[config.mk]
export PLATFORM = sky130hd
export DESIGN_NAME = ffca_seq
export DESIGN_NICKNAME = d
export VERILOG_FILES = /design/src/hw/rtl/ffca_pkg.sv /design/src/hw/rtl/ffca_seq.sv
export SDC_FILE = /design/constraint.sdc
export NUM_CORES = 1
export LEC_CHECK = 0
export BUFFER_PORTS_ARGS = -buffer_cell sky130_fd_sc_hd__buf_2
export CAP_MARGIN = 0
export CORE_UTILIZATION = 40
export DETAILED_ROUTE_END_ITERATION = 16
export PLACE_DENSITY = 0.75
export RECOVER_POWER = 25
export SYNTH_ARGS = -nofsm -noshare
export SYNTH_HDL_FRONTEND = slang
export SYNTH_SLANG_ARGS = --single-unit
[constraint.sdc]
create_clock -name clk -period 1.7 [get_ports clk]
set_input_delay 0.17 -clock clk [delete_from_list [all_inputs] [get_ports clk]]
set_output_delay 0.17 -clock clk [all_outputs]
set_load 0.02 [all_outputs]
[src/hw/rtl/ffca_pkg.sv]
// ----------------------------------------------------------------------------
// First-fit chunk allocator package
// Field widths, status codes, beat payloads and the sequencer microprogram.
// ----------------------------------------------------------------------------
package ffca_pkg;

    localparam int INDEX_W             = 11;
    localparam int REQ_BYTES_W         = 15;
    localparam int STATUS_W            = 2;
    localparam int POOL_UNITS_DEFAULT  = 2048;
    localparam int UNIT_BYTES_DEFAULT  = 16;

    localparam logic OP_ALLOCATE = 1'b0;
    localparam logic OP_FREE     = 1'b1;

    typedef enum logic [STATUS_W-1:0] {
        ST_OK        = 2'd0,
        ST_NO_SPACE  = 2'd1,
        ST_ZERO_SIZE = 2'd2
    } status_t;

    typedef struct packed {
        logic                   operation;
        logic [REQ_BYTES_W-1:0] request_bytes;
        logic [INDEX_W-1:0]     release_index;
    } in_item_t;

    typedef struct packed {
        logic [STATUS_W-1:0] status;
        logic [INDEX_W-1:0]  granted_index;
    } out_item_t;

    typedef enum logic [3:0] {
        S_CLEAR,
        S_IDLE,
        S_DISPATCH,
        S_A_SIZE,
        S_A_INIT,
        S_A_CHECK,
        S_A_NEXT,
        S_A_TAKE,
        S_A_SPLIT,
        S_A_OK,
        S_A_NOSPACE,
        S_A_ZERO,
        S_F_CHK,
        S_F_REL,
        S_F_LOOK,
        S_F_MERGE
    } step_t;

    typedef enum logic [3:0] {
        C_ALWAYS,
        C_ACCEPT,
        C_IS_FREE,
        C_ZERO_UNITS,
        C_FIT,
        C_STOP,
        C_SPLIT_EQ,
        C_BAD_RELEASE,
        C_BAD_LINK,
        C_CLEAR_DONE
    } cond_t;

    typedef enum logic [1:0] {
        RD_NONE,
        RD_ZERO,
        RD_LINK,
        RD_HDR
    } rd_t;

    typedef enum logic [2:0] {
        WR_NONE,
        WR_CLEAR,
        WR_TAKE,
        WR_SPLIT,
        WR_RELEASE,
        WR_MERGE
    } wr_t;

    typedef enum logic [1:0] {
        CUR_HOLD,
        CUR_ZERO,
        CUR_LINK,
        CUR_HDR
    } cur_t;

    typedef enum logic [1:0] {
        CNT_HOLD,
        CNT_CLR,
        CNT_INC
    } cnt_t;

    typedef enum logic [2:0] {
        EM_NONE,
        EM_OK,
        EM_NO_SPACE,
        EM_ZERO,
        EM_FREE
    } emit_t;

    typedef struct packed {
        logic  take;
        rd_t   rd;
        wr_t   wr;
        cur_t  cur;
        cnt_t  cnt;
        emit_t emit;
        cond_t cond;
        step_t t_true;
        step_t t_false;
    } ucode_t;

    typedef struct packed {
        logic accept;
        logic is_free;
        logic zero_units;
        logic fit;
        logic stop;
        logic split_eq;
        logic bad_release;
        logic bad_link;
        logic clear_done;
    } cond_flags_t;

    function automatic ucode_t ucode_rom(step_t step);
        ucode_t w;
        w.take    = 1'b0;
        w.rd      = RD_NONE;
        w.wr      = WR_NONE;
        w.cur     = CUR_HOLD;
        w.cnt     = CNT_HOLD;
        w.emit    = EM_NONE;
        w.cond    = C_ALWAYS;
        w.t_true  = S_IDLE;
        w.t_false = S_IDLE;
        unique case (step)
            S_CLEAR:
            begin
                w.wr = WR_CLEAR; w.cnt = CNT_INC;
                w.cond = C_CLEAR_DONE; w.t_true = S_IDLE; w.t_false = S_CLEAR;
            end
            S_IDLE:
            begin
                w.take = 1'b1;
                w.cond = C_ACCEPT; w.t_true = S_DISPATCH; w.t_false = S_IDLE;
            end
            S_DISPATCH:
            begin
                w.cond = C_IS_FREE; w.t_true = S_F_CHK; w.t_false = S_A_SIZE;
            end
            S_A_SIZE:
            begin
                w.cond = C_ZERO_UNITS; w.t_true = S_A_ZERO; w.t_false = S_A_INIT;
            end
            S_A_INIT:
            begin
                w.rd = RD_ZERO; w.cur = CUR_ZERO; w.cnt = CNT_CLR;
                w.t_true = S_A_CHECK;
            end
            S_A_CHECK:
            begin
                w.cond = C_FIT; w.t_true = S_A_TAKE; w.t_false = S_A_NEXT;
            end
            S_A_NEXT:
            begin
                w.rd = RD_LINK; w.cur = CUR_LINK; w.cnt = CNT_INC;
                w.cond = C_STOP; w.t_true = S_A_NOSPACE; w.t_false = S_A_CHECK;
            end
            S_A_TAKE:
            begin
                w.wr = WR_TAKE;
                w.cond = C_SPLIT_EQ; w.t_true = S_A_OK; w.t_false = S_A_SPLIT;
            end
            S_A_SPLIT:
            begin
                w.wr = WR_SPLIT; w.t_true = S_A_OK;
            end
            S_A_OK:
            begin
                w.emit = EM_OK;
            end
            S_A_NOSPACE:
            begin
                w.emit = EM_NO_SPACE;
            end
            S_A_ZERO:
            begin
                w.emit = EM_ZERO;
            end
            S_F_CHK:
            begin
                w.rd = RD_HDR; w.cur = CUR_HDR;
                w.cond = C_BAD_RELEASE; w.t_true = S_F_MERGE; w.t_false = S_F_REL;
            end
            S_F_REL:
            begin
                w.wr = WR_RELEASE;
                w.cond = C_BAD_LINK; w.t_true = S_F_MERGE; w.t_false = S_F_LOOK;
            end
            S_F_LOOK:
            begin
                w.rd = RD_LINK; w.t_true = S_F_MERGE;
            end
            S_F_MERGE:
            begin
                w.wr = WR_MERGE; w.emit = EM_FREE;
            end
        endcase
        return w;
    endfunction

endpackage

[src/hw/rtl/ffca_seq.sv]
// ----------------------------------------------------------------------------
// First-fit chunk allocator sequencer
// Step counter over the microprogram ROM with two-way conditional jumps.
// ----------------------------------------------------------------------------
module ffca_seq (
    input  logic                  clk,
    input  logic                  rst_n,
    input  ffca_pkg::cond_flags_t flags,
    input  logic                  hold,
    output ffca_pkg::ucode_t      ctrl
);
    import ffca_pkg::*;

    step_t upc_reg;
    step_t upc_next;
    logic  taken;

    assign ctrl = ucode_rom(upc_reg);

    always_comb
    begin
        unique case (ctrl.cond)
            C_ALWAYS:      taken = 1'b1;
            C_ACCEPT:      taken = flags.accept;
            C_IS_FREE:     taken = flags.is_free;
            C_ZERO_UNITS:  taken = flags.zero_units;
            C_FIT:         taken = flags.fit;
            C_STOP:        taken = flags.stop;
            C_SPLIT_EQ:    taken = flags.split_eq;
            C_BAD_RELEASE: taken = flags.bad_release;
            C_BAD_LINK:    taken = flags.bad_link;
            C_CLEAR_DONE:  taken = flags.clear_done;
            default:       taken = 1'b1;
        endcase
        if (hold)
        begin
            upc_next = upc_reg;
        end
        else
        begin
            upc_next = taken ? ctrl.t_true : ctrl.t_false;
        end
    end

    always_ff @(posedge clk or negedge rst_n)
    begin
        if (!rst_n)
        begin
            upc_reg <= S_CLEAR;
        end
        else
        begin
            upc_reg <= upc_next;
        end
    end

endmodule
== Word level (Yosys, flattened, before mapping) ==
Index checks and enable logic that the tools add are counted.
Word-level totals
  memory bits (writable): 0
  ROM bits: 0
  memories kept: 0
  latch bits: 0
  logic and storage cells: 41
  output and inout bits: 25
  bits in registers: 4
Cells by class
  bitwise gates (word level): 0
  equality and inequality tests: 24
  $mul: 0
  shifts and indexed selects: 0
  div/mod/pow operators: 0
  mux-type cells: 11
  magnitude comparators: 0
  reductions and logical operators: 5
  add/sub/neg operators: 0
Operators by type and width (number)
  4-bit one-hot mux with 8 select lines: 2
  4-bit == test (second input constant): 10
  4-bit one-hot mux with 9 select lines: 1
  4-bit by 3-bit == test with 1-bit output (second input constant): 8
  4-bit by 2-bit == test with 1-bit output (second input constant): 4
  3-bit one-hot mux with 5 select lines: 1
  2-bit one-hot mux with 3 select lines: 2
  3-bit one-hot mux with 4 select lines: 1
  1-bit one-hot mux with 9 select lines: 1
  4-bit by 1-bit == test with 1-bit output (second input constant): 2
  2-bit OR reduction: 3
  4-bit zero test: 1
  4-bit two-way mux: 1
  2-bit one-hot mux with 2 select lines: 1
  3-bit OR reduction: 1
  1-bit two-way mux: 1

== Logic depth before layout (Yosys ltp) ==
  depth in word-level cells: 5
  gate-level depth with buffers: 7
  mapped depth without buffers: 5

== Worst setup path before layout ==
No wires, ideal clock.
  kind: flip-flop to flip-flop
  start: reg upc_reg[0]
  end: reg upc_reg[0]
  clock period less this slack: 1866 ps
  cell stages (with the launch flop): 7
  path slack: -166 ps
  data arrival time: 1786 ps
  cells stage by stage: dfrtp_1 buf_4 and3b_1 a211oi_1 nand2_1 o31a_1 a2bb2oi_1
RTL lines
  start, declared: line ffca_seq.sv:14  | step_t upc_reg;
  start signal, assigned: line ffca_seq.sv:53  | upc_reg <= upc_next;

==> results.py <==
metrics = {
    "placed_design": {
        "placedInstanceArea_sq_um": 991.0,
        "place_hpwl_um": 1731,
        "placed_cells": 158,
        "globalplace.congestion": 0.9239,
        "io_buffer_count": 36,
    },
    "final_layout": {
        "most_frequent_standard_cell_in_the_layout_excluding_fill_and_tap_cells": "sky130_fd_sc_hd__buf_2",
        "diodes": 0,
        "finalInstanceArea_sq_um": 1245,
        "syn_to_final_growth_pct": 75.18,
        "final-instance-count-excl-fill": 173,
        "nFillCells": 98,
        "final_net_count": 171,
        "layout_cell_share_with_drive_strength_beyond_1_pct": 57.96,
        "largest_register_ff_count": 4,
        "mostFrequentLayoutCells": "sky130_fd_sc_hd__buf_2 (26), sky130_fd_sc_hd__buf_4 (25), sky130_fd_sc_hd__buf_6 (8), sky130_fd_sc_hd__and2_1 (7)",
    },
    "power_and_ir_drop": {
        "power_density_nw_per_um2": 2575,
        "p_leak_nw": 0.6376,
        "ir_drop_uv": 1518,
    },
    "worst_setup_path": {
        "cp_buf_inv_count": 2,
        "cp_common_cell": "sky130_fd_sc_hd__buf_4",
        "timing.critical_path.arrival_ps": 1590,
        "internal_reg_to_reg_setup_slack_ps": -20,
        "timing.critical_path.to_type": "output pin",
        "r2r.worst_path.cells": 6,
        "critical_path.slowest_cell": "sky130_fd_sc_hd__dfrtp_2",
        "worstReg2RegEnd": "upc_reg[2]$_DFFE_PN0N_",
        "worstPathRequired_ps": 1530,
        "timing.critical_path.max_delay_family": "flip-flops",
        "critPathMaxFanout": 7,
        "critical-path-max-stage-delay_ps": 450,
        "timing.critical_path.cells": "nor2b_1, buf_4, a311oi_2, buf_4",
        "worst-setup-path-type": "flip-flop to output pin",
        "reg2reg_from": "upc_reg[0]$_DFFE_PN0N_",
        "timing.critical_path.from_type": "flip-flop",
    },
    "sta": {
        "setup_viol": 10,
        "post-route-min-period_ps": 1758,
        "setup_repair_after_global_routing_missed_its_margin": "true",
        "final_hold_viol_count": 0,
        "worst_slew_pin_slew_ps": 378.8,
        "max-slew-margin-rel_pct": 74.61,
        "max_clock_freq_mhz": 568.7,
        "finalWorstSetupSlack_ps": -58.38,
        "timing_max_transition_violations_final": 0,
        "fin_skew_ps": 6.215,
        "fin_crit_sh_pct": 103.4,
    },
    "synthesis": {
        "post_synthesis_adder_cell_area_fraction_pct": 0,
        "postSynthCellCount": 101,
        "proportion_of_synthesized_chip_area_in_sequential_cells_pct": 14.08,
        "synth.cell_area_sq_um": 710.7,
        "asyncSetResetFlopFracSynth_pct": 100.0,
        "synth.area.mux_share_pct": 3.169,
        "ys_types": 42,
        "mean_area_per_synthesized_cell_sq_um": 7.036,
        "yosys_register_bits": 4,
        "synth_top_family_by_area": "compound AO/OA/AOI/OAI gates",
        "synth_compound_gate_area_share_pct": 36.09,
        "post_synth_and_or_nand_nor_area_fraction_pct": 35.92,
        "post_synth_main_area_contributors": "sky130_fd_sc_hd__dfrtp_1 (14%), sky130_fd_sc_hd__and2_1 (6.2%), sky130_fd_sc_hd__nand2b_1 (6.2%), sky130_fd_sc_hd__nor2_1 (5.3%), sky130_fd_sc_hd__a21oi_1 (4.2%)",
        "yosysWarningCount": 0,
        "synthDominantAreaCellType": "sky130_fd_sc_hd__dfrtp_1",
        "synthFlopType": "sky130_fd_sc_hd__dfrtp_1",
        "yosys.area_share.xor_xnor_pct": 1.232,
        "synthesis.nets": 113,
        "synth-edff-count": 0,
        "synth_largest_type_area_fraction_pct": 14.08,
    },
    "worst_hold_path": {
        "worst_hold_path.endpoint": "upc_reg[2]$_DFFE_PN0N_",
        "worst_hold_path.num_cells": 2,
        "timing.hold.worst.class": "input pin to flip-flop",
        "holdCritStartpoint": "hold",
    },
    "cts": {
        "ctsRootBufferMaster": "sky130_fd_sc_hd__clkbuf_4",
        "cts_buffer_depth": 2,
        "cts_inserted_buffers": 3,
        "cts_htree_levels": 1,
        "clock_tree_from_tritoncts": "yes",
        "clk_latency_ps": 250,
        "cts_sinks": 4,
        "clk_pin_slew_worst_paths_ps": 50,
    },
    "drt": {
        "wirelength_routed_um": 2974,
        "avgRoutedWirePerCell_um": 17.19,
        "avgViaCountPerCell": 6.087,
        "dr_total_vias": 1053,
        "postRouteAntennaNets": 0,
        "drtIter0Drc": 69,
        "post-route-drc-count": 0,
        "firstDrtPassIters": 6,
    },
    "outcome": {
        "failed_checks": "negative setup slack",
        "status": "complete, but fails checks",
    },
    "floorplanning": {
        "dieWidth_um": 44.15,
        "rows": 14,
        "initial_utilization_pct": 45.08,
        "placeableCoreArea_sq_um": 1577,
        "die_area_sq_um": 1949,
        "die_height_um": 44.15,
        "top_level_ports": 37,
    },
    "global_routing": {
        "overall_fraction_of_global_route_tracks_in_use_pct": 28.73,
        "number_of_global_route_vias_before_repair": 928,
        "globalRouteOverflowTotal": 0,
        "antenna_violations_before_repair": 0,
        "grt_start_max_net_pins": 25,
        "grt_first_pass_wirelength_um": 4229,
    },
    "run": {
        "drv.max_cap_violation_count": 0,
    },
}
-- synthesized netlist by cell type, types with 2 or more instances --
library cell	number
sky130_fd_sc_hd__a21oi_1	6
sky130_fd_sc_hd__nand2_1	6
sky130_fd_sc_hd__mux2_1	2
sky130_fd_sc_hd__inv_1	3
sky130_fd_sc_hd__buf_2	6
sky130_fd_sc_hd__o21bai_1	2
sky130_fd_sc_hd__or2_2	2
sky130_fd_sc_hd__nor2b_1	3
sky130_fd_sc_hd__and3_1	3
sky130_fd_sc_hd__dfrtp_1	4
sky130_fd_sc_hd__nor2_1	10
sky130_fd_sc_hd__clkbuf_1	2
sky130_fd_sc_hd__and2_1	7
sky130_fd_sc_hd__o31a_1	2
sky130_fd_sc_hd__o21ai_0	5
sky130_fd_sc_hd__nand2b_1	7
sky130_fd_sc_hd__a22o_1	2
sky130_fd_sc_hd__and3b_1	2
sky130_fd_sc_hd__nor3_1	4
-- layer usage --
metal	global-route usage [%]	share of wire, %
met1	38.56	40
met2	47.94	49
met3	3.265	8.7
met4	9.091	3.0
met5	0	0
-- worst max-delay path by stage --
| stage | start | endpoint | slack (ps) | cells past startpoint |
|---|---|---|---|---|
| final | upc_reg[3]$_DFFE_PN0N_ | ctrl[5] | -60 | 4 |
| after global routing | upc_reg[3]$_DFFE_PN0N_ | ctrl[5] | -80 | 4 |
| after CTS | upc_reg[2]$_DFFE_PN0N_ | upc_reg[1]$_DFFE_PN0N_ | -20 | 5 |
| after detailed placement | upc_reg[3]$_DFFE_PN0N_ | upc_reg[1]$_DFFE_PN0N_ | -50 | 5 |
| after global placement | upc_reg[2]$_DFFE_PN0N_ | upc_reg[1]$_DFFE_PN0N_ | 20 | 5 |
| after floorplan | upc_reg[2]$_DFFE_PN0N_ | ctrl[11] | -10 | 6 |
-- final cells by class --
cell class                 instances  area [sq um]  share of cell area [%]
inverter                           3         11.26                  0.9045
timing repair buffer              63         456.7                   36.68
clock buffer                       3         22.52                   1.809
tap                               16         20.02                   1.608
sequential                         4         103.9                   8.342
multi-input combinational         84         630.6                   50.65
-- power by group --
part	internal (mW)	switching (mW)
registers	0.148	0.0732
logic	1.33	1.52
clock network	0.0801	0.0559
-- metrics by stage --
stage	hold WS [ps]	setup slack [ps]	TNS (ps)	power [mW]	util (%)
floorplan	-125.6	-13.42	-13.42	1.657	-
global placement	-19.42	15.46	0	2.297	62.86
detailed placement	-15.17	-47.43	-52.99	2.351	62.86
CTS	219.4	-23.54	-76.28	2.769	72.46
global route	236.4	-78.79	-740.9	3.364	78.97
finish	222.2	-58.38	-282.4	3.205	78.97
-- logic make-up after synthesis --
group / after synthesis
mux: 2
simple gates: 47
compound gates: 34
flops: 4
buf+inv: 13
xor+xnor: 1
-- timing repair --
item                                   4_1_cts  5_1_grt
endpoints found under the hold margin        4        0
pin swaps                                    4        5
setup buffers                                8        3
hold buffers                                 1        0
setup endpoints to repair                   16       16
resized for setup                           18       24
Power figures use the tool's default switching activity.
